--- src/hw/rtl/lkvc_pkg.sv ---
`default_nettype none
package lkvc_pkg;

	localparam int unsigned DATA_W = 32;
	localparam int unsigned CAP_W = 5;
	localparam int unsigned APB_ADDR_W = 3;
	localparam int unsigned APB_DATA_W = 32;

	typedef logic signed [DATA_W-1:0] word_t;
	typedef logic [CAP_W-1:0] cap_t;

	localparam cap_t CAP_RESET = 5'd16;
	localparam word_t MISS_VALUE = '1;

	// register index, taken from paddr above the byte offset
	localparam logic REG_CAPACITY = 1'b0;

	typedef struct packed {
		logic accept;
		logic commit;
		logic out_pop;
	} ctrl_cmd_t;

	typedef struct packed {
		logic out_valid;
	} ctrl_sts_t;

endpackage
`default_nettype wire

--- src/hw/rtl/lkvc_req_if.sv ---
`default_nettype none
interface lkvc_req_if;
	import lkvc_pkg::*;

	logic  valid;
	logic  ready;
	logic  mode;
	word_t key;
	word_t value;

	modport source (output valid, output mode, output key, output value, input ready);
	modport sink (input valid, input mode, input key, input value, output ready);

endinterface
`default_nettype wire

--- src/hw/rtl/lkvc_rsp_if.sv ---
`default_nettype none
interface lkvc_rsp_if;
	import lkvc_pkg::*;

	logic  valid;
	logic  ready;
	logic  hit;
	word_t read_value;
	logic  evicted;
	word_t evicted_key;

	modport source (output valid, output hit, output read_value, output evicted,
		output evicted_key, input ready);
	modport sink (input valid, input hit, input read_value, input evicted,
		input evicted_key, output ready);

endinterface
`default_nettype wire

--- src/hw/rtl/lkvc_ram.sv ---
`default_nettype none
module lkvc_ram #(
	parameter int unsigned WIDTH = 32,
	parameter int unsigned DEPTH = 16,
	localparam int unsigned AW = (DEPTH > 1) ? $clog2(DEPTH) : 1
) (
	input  wire logic             clk,
	input  wire logic             we,
	input  wire logic [AW-1:0]    waddr,
	input  wire logic [WIDTH-1:0] wdata,
	input  wire logic             re,
	input  wire logic [AW-1:0]    raddr,
	output logic      [WIDTH-1:0] rdata
);

	logic [WIDTH-1:0] mem_q [DEPTH];
	logic [WIDTH-1:0] rdata_q;

	always_ff @(posedge clk) begin
		if (we) begin
			mem_q[waddr] <= wdata;
		end
		if (re) begin
			rdata_q <= mem_q[raddr];
		end
	end

	assign rdata = rdata_q;

endmodule
`default_nettype wire

--- src/hw/rtl/lkvc_ctrl.sv ---
`default_nettype none
module lkvc_ctrl (
	input  wire logic                 clk,
	input  wire logic                 arst_n,
	input  wire logic                 req_valid,
	output logic                      req_ready,
	input  wire logic                 rsp_ready,
	input  wire lkvc_pkg::ctrl_sts_t  sts,
	output lkvc_pkg::ctrl_cmd_t       cmd
);
	import lkvc_pkg::*;

	localparam logic [0:0] ST_IDLE = 1'b0;
	localparam logic [0:0] ST_UPD  = 1'b1;

	logic [0:0] state_q;
	logic       out_free;

	assign req_ready   = (state_q == ST_IDLE);
	assign out_free    = !sts.out_valid || rsp_ready;
	assign cmd.accept  = req_valid && req_ready;
	assign cmd.commit  = (state_q == ST_UPD) && out_free;
	assign cmd.out_pop = sts.out_valid && rsp_ready;

	always_ff @(posedge clk or negedge arst_n) begin
		if (!arst_n) begin
			state_q <= ST_IDLE;
		end else begin
			unique case (state_q)
				ST_IDLE: begin
					if (cmd.accept) begin
						state_q <= ST_UPD;
					end
				end
				ST_UPD: begin
					// hold here until the result register can take the result
					if (cmd.commit) begin
						state_q <= ST_IDLE;
					end
				end
				default: begin
					state_q <= ST_IDLE;
				end
			endcase
		end
	end

	a_accept_then_update: assert property (@(posedge clk) disable iff (!arst_n)
		cmd.accept |=> (state_q == ST_UPD))
		else $error("accepted item did not move to update");

	a_no_overwrite: assert property (@(posedge clk) disable iff (!arst_n)
		(sts.out_valid && !rsp_ready) |-> !cmd.commit)
		else $error("commit over a waiting result");

	a_stall_holds: assert property (@(posedge clk) disable iff (!arst_n)
		((state_q == ST_UPD) && !cmd.commit) |=> (state_q == ST_UPD))
		else $error("update left without commit");

endmodule
`default_nettype wire

--- src/hw/rtl/lkvc_datapath.sv ---
`default_nettype none
module lkvc_datapath #(
	parameter int unsigned MAX_ENTRIES = 16
) (
	input  wire logic                 clk,
	input  wire logic                 arst_n,
	input  wire lkvc_pkg::ctrl_cmd_t  cmd,
	output lkvc_pkg::ctrl_sts_t       sts,
	input  wire logic                 clear,
	input  wire lkvc_pkg::cap_t       capacity,
	input  wire logic                 in_mode,
	input  wire lkvc_pkg::word_t      in_key,
	input  wire lkvc_pkg::word_t      in_value,
	output logic                      out_hit,
	output lkvc_pkg::word_t           out_read_value,
	output logic                      out_evicted,
	output lkvc_pkg::word_t           out_evicted_key
);
	import lkvc_pkg::*;

	localparam int unsigned IW   = (MAX_ENTRIES > 1) ? $clog2(MAX_ENTRIES) : 1;
	localparam int unsigned OW   = $clog2(MAX_ENTRIES + 1);
	localparam int unsigned CMPW = (OW > CAP_W) ? OW : CAP_W;

	// slot state
	word_t                  key_q  [MAX_ENTRIES];
	logic [IW-1:0]          rank_q [MAX_ENTRIES];
	logic [MAX_ENTRIES-1:0] valid_q;
	logic [OW-1:0]          occ_q;

	// lookup results, taken at the accepting edge
	logic                   mode_s1;
	word_t                  key_s1;
	word_t                  value_s1;
	logic [MAX_ENTRIES-1:0] match_s1;
	logic                   hit_s1;
	logic [IW-1:0]          hit_idx_s1;
	logic [IW-1:0]          hit_rank_s1;
	logic [MAX_ENTRIES-1:0] lru_s1;
	logic [MAX_ENTRIES-1:0] free_s1;
	logic                   full_s1;

	logic                   out_valid_q;
	logic                   out_hit_q;
	word_t                  out_read_value_q;
	logic                   out_evicted_q;
	word_t                  out_evicted_key_q;

	logic [MAX_ENTRIES-1:0] match;
	logic [IW-1:0]          hit_idx;
	logic [IW-1:0]          hit_rank;
	logic [MAX_ENTRIES-1:0] lru;
	logic [MAX_ENTRIES-1:0] free;
	logic [OW-1:0]          occ_m1;
	logic [IW-1:0]          oldest_rank;
	logic [CMPW-1:0]        cap_ext;
	logic [CMPW-1:0]        cap_eff;
	logic                   full;

	logic [MAX_ENTRIES-1:0] tgt;
	logic [IW-1:0]          tgt_idx;
	word_t                  lru_key;
	logic                   insert;
	word_t                  ram_rdata;

	// the oldest valid slot holds rank occupancy-1
	assign occ_m1      = occ_q - OW'(1);
	assign oldest_rank = occ_m1[IW-1:0];

	always_comb begin
		match    = '0;
		hit_idx  = '0;
		hit_rank = '0;
		lru      = '0;
		for (int i = 0; i < MAX_ENTRIES; i++) begin
			match[i] = valid_q[i] && (key_q[i] == in_key);
			lru[i]   = valid_q[i] && (rank_q[i] == oldest_rank);
			if (match[i]) begin
				hit_idx  = hit_idx | IW'(i);
				hit_rank = hit_rank | rank_q[i];
			end
		end
	end

	// lowest empty slot
	assign free = ~valid_q & (valid_q + MAX_ENTRIES'(1));

	always_comb begin
		cap_ext = CMPW'(capacity);
		if (capacity == '0) begin
			cap_eff = CMPW'(1);
		end else if (cap_ext > CMPW'(MAX_ENTRIES)) begin
			cap_eff = CMPW'(MAX_ENTRIES);
		end else begin
			cap_eff = cap_ext;
		end
	end

	assign full = CMPW'(occ_q) >= cap_eff;

	always_ff @(posedge clk) begin
		if (cmd.accept) begin
			mode_s1     <= in_mode;
			key_s1      <= in_key;
			value_s1    <= in_value;
			match_s1    <= match;
			hit_s1      <= |match;
			hit_idx_s1  <= hit_idx;
			hit_rank_s1 <= hit_rank;
			lru_s1      <= lru;
			free_s1     <= free;
			full_s1     <= full;
		end
	end

	assign insert = mode_s1 && !hit_s1;
	assign tgt    = full_s1 ? lru_s1 : free_s1;

	always_comb begin
		tgt_idx = '0;
		lru_key = '0;
		for (int i = 0; i < MAX_ENTRIES; i++) begin
			if (tgt[i]) begin
				tgt_idx = tgt_idx | IW'(i);
			end
			if (lru_s1[i]) begin
				lru_key = lru_key | key_q[i];
			end
		end
	end

	lkvc_ram #(
		.WIDTH (DATA_W),
		.DEPTH (MAX_ENTRIES)
	) u_value_ram (
		.clk   (clk),
		.we    (cmd.commit && mode_s1),
		.waddr (hit_s1 ? hit_idx_s1 : tgt_idx),
		.wdata (value_s1),
		.re    (cmd.accept),
		.raddr (hit_idx),
		.rdata (ram_rdata)
	);

	always_ff @(posedge clk) begin
		for (int i = 0; i < MAX_ENTRIES; i++) begin
			if (cmd.commit && insert && tgt[i]) begin
				key_q[i] <= key_s1;
			end
		end
	end

	always_ff @(posedge clk or negedge arst_n) begin
		if (!arst_n) begin
			valid_q <= '0;
			rank_q  <= '{default: '0};
			occ_q   <= '0;
		end else if (clear) begin
			valid_q <= '0;
			occ_q   <= '0;
		end else if (cmd.commit) begin
			if (hit_s1) begin
				for (int i = 0; i < MAX_ENTRIES; i++) begin
					if (match_s1[i]) begin
						rank_q[i] <= '0;
					end else if (valid_q[i] && (rank_q[i] < hit_rank_s1)) begin
						rank_q[i] <= rank_q[i] + IW'(1);
					end
				end
			end else if (mode_s1) begin
				// an evicted slot is reused in place, so occupancy only grows when not full
				for (int i = 0; i < MAX_ENTRIES; i++) begin
					if (tgt[i]) begin
						valid_q[i] <= 1'b1;
						rank_q[i]  <= '0;
					end else if (valid_q[i]) begin
						rank_q[i] <= rank_q[i] + IW'(1);
					end
				end
				if (!full_s1) begin
					occ_q <= occ_q + OW'(1);
				end
			end
		end
	end

	always_ff @(posedge clk or negedge arst_n) begin
		if (!arst_n) begin
			out_valid_q <= 1'b0;
		end else if (cmd.commit) begin
			out_valid_q <= 1'b1;
		end else if (cmd.out_pop) begin
			out_valid_q <= 1'b0;
		end
	end

	always_ff @(posedge clk) begin
		if (cmd.commit) begin
			out_hit_q         <= hit_s1;
			out_read_value_q  <= mode_s1 ? '0 : (hit_s1 ? ram_rdata : MISS_VALUE);
			out_evicted_q     <= insert && full_s1;
			out_evicted_key_q <= (insert && full_s1) ? lru_key : '0;
		end
	end

	assign sts.out_valid   = out_valid_q;
	assign out_hit         = out_hit_q;
	assign out_read_value  = out_read_value_q;
	assign out_evicted     = out_evicted_q;
	assign out_evicted_key = out_evicted_key_q;

	a_occ_counts_valid: assert property (@(posedge clk) disable iff (!arst_n)
		$countones(valid_q) == int'(occ_q))
		else $error("occupancy does not match valid slots");

	a_occ_bound: assert property (@(posedge clk) disable iff (!arst_n)
		int'(occ_q) <= int'(MAX_ENTRIES))
		else $error("occupancy above slot count");

	a_single_match: assert property (@(posedge clk) disable iff (!arst_n)
		(cmd.commit && hit_s1) |-> $onehot(match_s1))
		else $error("key present in more than one slot");

	a_single_victim: assert property (@(posedge clk) disable iff (!arst_n)
		(cmd.commit && insert) |-> $onehot(tgt))
		else $error("insert target not a single slot");

endmodule
`default_nettype wire

--- src/hw/rtl/lru_key_value_cache_unit.sv ---
// a transfer registers the lookup; the result enters the output register once free
// a new request waits for the last to commit, set by the compare-then-update sequence
// over the slot registers and the value ram read in the compare cycle
// a finished result waits in its register while the next request is taken
// reset: asynchronous, clears all slots, occupancy and recency; capacity returns to 16
// a capacity write also empties the store in the same cycle
`default_nettype none
module lru_key_value_cache_unit #(
	parameter int unsigned MAX_ENTRIES = 16
) (
	input  wire logic                                  clk,
	input  wire logic                                  arst_n,
	lkvc_req_if.sink                                   req,
	lkvc_rsp_if.source                                 rsp,
	input  wire logic                                  psel,
	input  wire logic                                  penable,
	input  wire logic                                  pwrite,
	input  wire logic [lkvc_pkg::APB_ADDR_W-1:0]       paddr,
	input  wire logic [lkvc_pkg::APB_DATA_W-1:0]       pwdata,
	output logic      [lkvc_pkg::APB_DATA_W-1:0]       prdata,
	output logic                                       pready
);
	import lkvc_pkg::*;

	cap_t       cap_q;
	logic       cfg_wr;
	logic       clear;
	ctrl_cmd_t  cmd;
	ctrl_sts_t  sts;

	assign pready = 1'b1;
	assign cfg_wr = psel && penable && pwrite && pready;
	assign clear  = cfg_wr && (paddr[2] == REG_CAPACITY);

	always_ff @(posedge clk or negedge arst_n) begin
		if (!arst_n) begin
			cap_q <= CAP_RESET;
		end else if (clear) begin
			cap_q <= pwdata[CAP_W-1:0];
		end
	end

	assign prdata = (paddr[2] == REG_CAPACITY) ? APB_DATA_W'(cap_q) : '0;

	lkvc_ctrl u_ctrl (
		.clk       (clk),
		.arst_n    (arst_n),
		.req_valid (req.valid),
		.req_ready (req.ready),
		.rsp_ready (rsp.ready),
		.sts       (sts),
		.cmd       (cmd)
	);

	lkvc_datapath #(
		.MAX_ENTRIES (MAX_ENTRIES)
	) u_datapath (
		.clk             (clk),
		.arst_n          (arst_n),
		.cmd             (cmd),
		.sts             (sts),
		.clear           (clear),
		.capacity        (cap_q),
		.in_mode         (req.mode),
		.in_key          (req.key),
		.in_value        (req.value),
		.out_hit         (rsp.hit),
		.out_read_value  (rsp.read_value),
		.out_evicted     (rsp.evicted),
		.out_evicted_key (rsp.evicted_key)
	);

	assign rsp.valid = sts.out_valid;

endmodule
`default_nettype wire

--- src/flat_wrapper.sv ---
// flat-port wrapper written by rule: the top's interface ports become plain ports
module lru_key_value_cache_unit_flat import lkvc_pkg::*;
#(
	parameter int unsigned MAX_ENTRIES = 16
)
  (clk, arst_n, psel, penable, pwrite, paddr, pwdata, prdata, pready, req_valid, req_mode, req_key, req_value, req_ready, rsp_valid, rsp_hit, rsp_read_value, rsp_evicted, rsp_evicted_key, rsp_ready);
  lkvc_req_if req_i ();
  lkvc_rsp_if rsp_i ();
  input  wire logic clk;
  input  wire logic arst_n;
  input  wire logic psel;
  input  wire logic penable;
  input  wire logic pwrite;
  input  wire logic [lkvc_pkg::APB_ADDR_W-1:0] paddr;
  input  wire logic [lkvc_pkg::APB_DATA_W-1:0] pwdata;
  output logic      [lkvc_pkg::APB_DATA_W-1:0] prdata;
  output logic pready;
  input wire logic [$bits(req_i.valid)-1:0] req_valid;
  input wire logic [$bits(req_i.mode)-1:0] req_mode;
  input wire logic [$bits(req_i.key)-1:0] req_key;
  input wire logic [$bits(req_i.value)-1:0] req_value;
  output wire logic [$bits(req_i.ready)-1:0] req_ready;
  output wire logic [$bits(rsp_i.valid)-1:0] rsp_valid;
  output wire logic [$bits(rsp_i.hit)-1:0] rsp_hit;
  output wire logic [$bits(rsp_i.read_value)-1:0] rsp_read_value;
  output wire logic [$bits(rsp_i.evicted)-1:0] rsp_evicted;
  output wire logic [$bits(rsp_i.evicted_key)-1:0] rsp_evicted_key;
  input wire logic [$bits(rsp_i.ready)-1:0] rsp_ready;
  assign req_i.valid = req_valid;
  assign req_i.mode = req_mode;
  assign req_i.key = req_key;
  assign req_i.value = req_value;
  assign req_ready = req_i.ready;
  assign rsp_valid = rsp_i.valid;
  assign rsp_hit = rsp_i.hit;
  assign rsp_read_value = rsp_i.read_value;
  assign rsp_evicted = rsp_i.evicted;
  assign rsp_evicted_key = rsp_i.evicted_key;
  assign rsp_i.ready = rsp_ready;
  lru_key_value_cache_unit #(.MAX_ENTRIES(MAX_ENTRIES)) u_core (.clk(clk), .arst_n(arst_n), .req(req_i), .rsp(rsp_i), .psel(psel), .penable(penable), .pwrite(pwrite), .paddr(paddr), .pwdata(pwdata), .prdata(prdata), .pready(pready));
endmodule
--- config.mk ---
export PLATFORM = sky130hd
export DESIGN_NAME = lru_key_value_cache_unit_flat
export DESIGN_NICKNAME = d
export VERILOG_FILES = /design/src/hw/rtl/lkvc_pkg.sv /design/src/hw/rtl/lkvc_req_if.sv /design/src/hw/rtl/lkvc_rsp_if.sv /design/src/hw/rtl/lkvc_ram.sv /design/src/hw/rtl/lkvc_ctrl.sv /design/src/hw/rtl/lkvc_datapath.sv /design/src/hw/rtl/lru_key_value_cache_unit.sv /design/src/flat_wrapper.sv
export SDC_FILE = /design/constraint.sdc
export NUM_CORES = 2
export LEC_CHECK = 0
export BUFFER_PORTS_ARGS = -buffer_cell sky130_fd_sc_hd__clkbuf_2
export CORE_ASPECT_RATIO = 0.8
export CORE_MARGIN = 4
export CORE_UTILIZATION = 35
export DETAILED_ROUTE_END_ITERATION = 7
export HOLD_SLACK_MARGIN = 0.03
export MAX_ROUTING_LAYER = met4
export PLACE_DENSITY = 0.59
export SLEW_MARGIN = 40
export SYNTH_ARGS = -nofsm -noshare
export SYNTH_HDL_FRONTEND = slang
export SYNTH_SLANG_ARGS = --single-unit
--- constraint.sdc ---
create_clock -name clk -period 23.3 [get_ports clk]
set_input_delay 3.495 -clock clk [delete_from_list [all_inputs] [get_ports clk]]
set_output_delay 3.495 -clock clk [all_outputs]
set_load 0.05 [all_outputs]
==> load_flow_metrics.sql <==
INSERT INTO impl_metrics (metric_group, metric, value, unit) VALUES
('status', 'run_status', 'completed', ''),
('synthesis', 'synth.most_common_cell', 'edfxtp_1', ''),
('pwr', 'clock_power_share', '0.373', ''),
('clocking', 'htree_levels', '4', ''),
('setup_path', 'r2r_cells', '12', ''),
('pwr', 'power_switching_share', '0.296', ''),
('grt', 'first_global_vias', '37200', ''),
('sta', 'setup_failing_eps_final', '0', ''),
('grt', 'antenna_found_initial', '23', ''),
('clocking', 'clock_tree.root_cell', 'clkbuf_16', ''),
('drt', 'ant_nets', '0', ''),
('clocking', 'clkTransAtPathRegs', '60', 'ps'),
('pwr', 'p_switching', '1.79', 'mW'),
('die', 'ios', '208', ''),
('drt', 'vias', '40400', ''),
('synthesis', 'postSynthAreaPerCell', '14.2', 'um2'),
('synthesis', 'yosys.cell_types.count', '76', ''),
('worst_hold_path', 'destination_of_the_worst_hold_path', 'u_core.cap_q[0]', ''),
('worst_hold_path', 'min_path_type', 'flop to flop', ''),
('place', 'io_buffer_count', '150', ''),
('clocking', 'numClockSinks', '1337', ''),
('synthesis', 'synth.area.mux_share', '0.0280', ''),
('pwr', 'power.internal', '4.25', 'mW'),
('sta', 'tightest_pin_transition', '1020', 'ps'),
('drt', 'route.detailed.vias_per_inst', '5.95', ''),
('sta', 'fin_worst_skew', '55.7', 'ps'),
('clocking', 'cts.repair_timing.setup_buffer_count', '0', ''),
('pwr', 'power.ir.vdd_worst', '0.0809', 'mV'),
('clocking', 'hold_buffers', '0', ''),
('sta', 'final_hold_viol_count', '0', ''),
('grt', 'overall_track_demand_over_capacity_in_global_routing', '0.264', ''),
('drt', 'dr.first_iter.drc_count', '6581', ''),
('pwr', 'pwr-share-seq', '0.486', ''),
('setup_path', 'worstPathArrival', '9850', 'ps'),
('setup_path', 'worst_ep_required', '23790', 'ps'),
('drt', 'drtPass1Iterations', '5', ''),
('die', 'floorplan.rows', '135', ''),
('cells_and_area', 'nNetsFinal', '4569', ''),
('synthesis', 'yosysTopAreaCell', 'edfxtp_1', ''),
('synthesis', 'fraction_of_the_mapped_netlist_area_in_compound_gates', '0.0913', ''),
('sta', 'finalCriticalPeriod', '9350', 'ps'),
('worst_hold_path', 'worstHoldStart', 'u_core.cap_q[0]', ''),
('die', 'initial_utilization', '0.354', ''),
('sta', 'final_min_period_over_clock_period', '0.401', ''),
('setup_path', 'critical_path.max_fanout', '44', ''),
('clocking', 'clk-insertion-delay-late', '810', 'ps'),
('synthesis', 'post_synth_inst_count', '4242', ''),
('pwr', 'power_frac_comb', '0.141', ''),
('clocking', 'cts-resized-gates', '0', ''),
('synthesis', 'share_of_synthesized_area_occupied_by_flip_flops_and_latches', '0.659', ''),
('place', 'place.detailed.instances', '6505', ''),
('place', 'gp_routability_congestion', '1.06', ''),
('synthesis', 'synth_top_family_by_area', 'XOR/XNOR gates', ''),
('synthesis', 'netlist_area', '60200', 'um2'),
('cells_and_area', 'final_cell_area', '68500', 'um2'),
('pwr', 'power.density_cell_area', '88.1', 'nW/um2'),
('synthesis', 'synth_edf_count', '1245', ''),
('place', 'dpl-instance-area', '63700', 'um2'),
('synthesis', 'synth_commonest_cells', 'edfxtp_1 (1245), xor2_1 (519), nand3_1 (205)', ''),
('flow_run', 'maxCapViolations', '0', ''),
('drt', 'postRouteWirelength', '236000', 'um'),
('setup_path', 'worst-r2r-setup-slack', '16900', 'ps'),
('die', 'die_area', '179000', 'um2'),
('die', 'die-height', '379', 'um'),
('synthesis', 'post_synth_and_or_nand_nor_area_fraction', '0.0839', ''),
('clocking', 'clock_tree_from_tritoncts', 'built', ''),
('synthesis', 'ys_seq_elements', '1337', ''),
('synthesis', 'yosysWarnings', '0', ''),
('synthesis', 'async_reset_ff_frac', '0.0688', ''),
('sta', 'rsz0062_at_grt', 'no', ''),
('grt', 'grt_start_max_net_pins', '91', '');
## worst max-delay path: stages
cell	delay, ps
clkbuf_2	640
xor2_1	420
nor4_1	680
nand4_1	370
nor3_4	720
or4_4	660
nor2_8	200
buf_12	230
inv_4	370
buf_4	670
mux2_4	360
a2111oi_1	700
nand3_1	170
## flip-flops by register name, indices dropped and copies added, names as in the netlist, 32 cells and up
name,flops
u_core.u_datapath.out_evicted_key,32
u_core.u_datapath.rank_q,64
u_core.u_datapath.u_value_ram.rdata,32
u_core.u_datapath.out_read_value,32
u_core.u_datapath.key_s1,32
u_core.u_datapath.key_q,512
u_core.u_datapath.u_value_ram.mem_q,512
u_core.u_datapath.value_s1,32
## routing by layer
layer	GRT usage	part of all wire	vias up
li1	-	-	16600
met1	0.375	0.43	20800
met2	0.356	0.41	2637
met3	0.0928	0.13	329
met4	0.0702	0.027	0
met5	-	0	-
## cells by family after synthesis
group                    after synthesis
AO/OA/AOI/OAI                        777
XOR/XNOR                             629
adder cells (fa/ha/maj)               71
buffers and inverters                346
flip-flops                          1337
multiplexers                         153
other                                  2
AND/OR/NAND/NOR                      927
## layout by cell type (no fill, tap or decap), types with 94 or more instances in the layout
cell type and instances:
xor2_1 499, nand2_1 96, o21ai_0 142, a22oi_1 96
a21oi_1 109, clkbuf_2 149, xnor2_1 102, a221oi_1 112
buf_4 94, a22o_1 112, nor2_1 155, nor4_1 165
edfxtp_1 1245, mux2_2 115, nand3_1 204, clkbuf_16 144
## metrics by stage
step | setup slack (ps) | power [mW] | utilization
2_1_floorplan | 12350 | 3.42 | -
3_3_place_gp | 13270 | 3.78 | 0.372
4_1_cts | 14180 | 6.05 | 0.402
5_1_grt | 13970 | 6.22 | 0.403
3_5_place_dp | 13380 | 3.80 | 0.375
6_report | 13950 | 6.04 | 0.403
## layout make-up
cell class / count / area (um2) / area share
Inverter: 62 / 235 / 0.00343
Clock buffer: 170 / 3720 / 0.0543
Clock inverter: 87 / 853 / 0.0125
Antenna cell: 21 / 52.6 / 0.000767
Timing Repair Buffer: 263 / 1810 / 0.0264
Sequential cell: 1337 / 39700 / 0.579
Multi-Input combinational cell: 2585 / 19300 / 0.282
Tap cell: 2260 / 2830 / 0.0413
## power groups by stage
stage	Sequential, mW	Clock [mW]	Combinational [mW]
finish	2.93	2.25	0.854
global route	2.94	2.38	0.887
CTS	2.93	2.29	0.830
detailed placement	2.98	0	0.826
global placement	2.97	0	0.808
floorplan	2.96	0	0.453
## how the worst max path moves through the flow
stage	to	cells after the start	start
after floorplan	u_core.u_ctrl.state_q	2	req_valid
after global placement	u_core.u_datapath.u_value_ram.rdata[3]	12	req_key[10]
after detailed placement	u_core.u_datapath.u_value_ram.rdata[3]	13	req_key[17]
after CTS	u_core.u_datapath.u_value_ram.rdata[3]	13	req_key[17]
after global routing	u_core.u_datapath.u_value_ram.rdata[3]	13	req_key[17]
final	u_core.u_datapath.u_value_ram.rdata[3]	13	req_key[17]
Power figures use the tool's default switching activity.
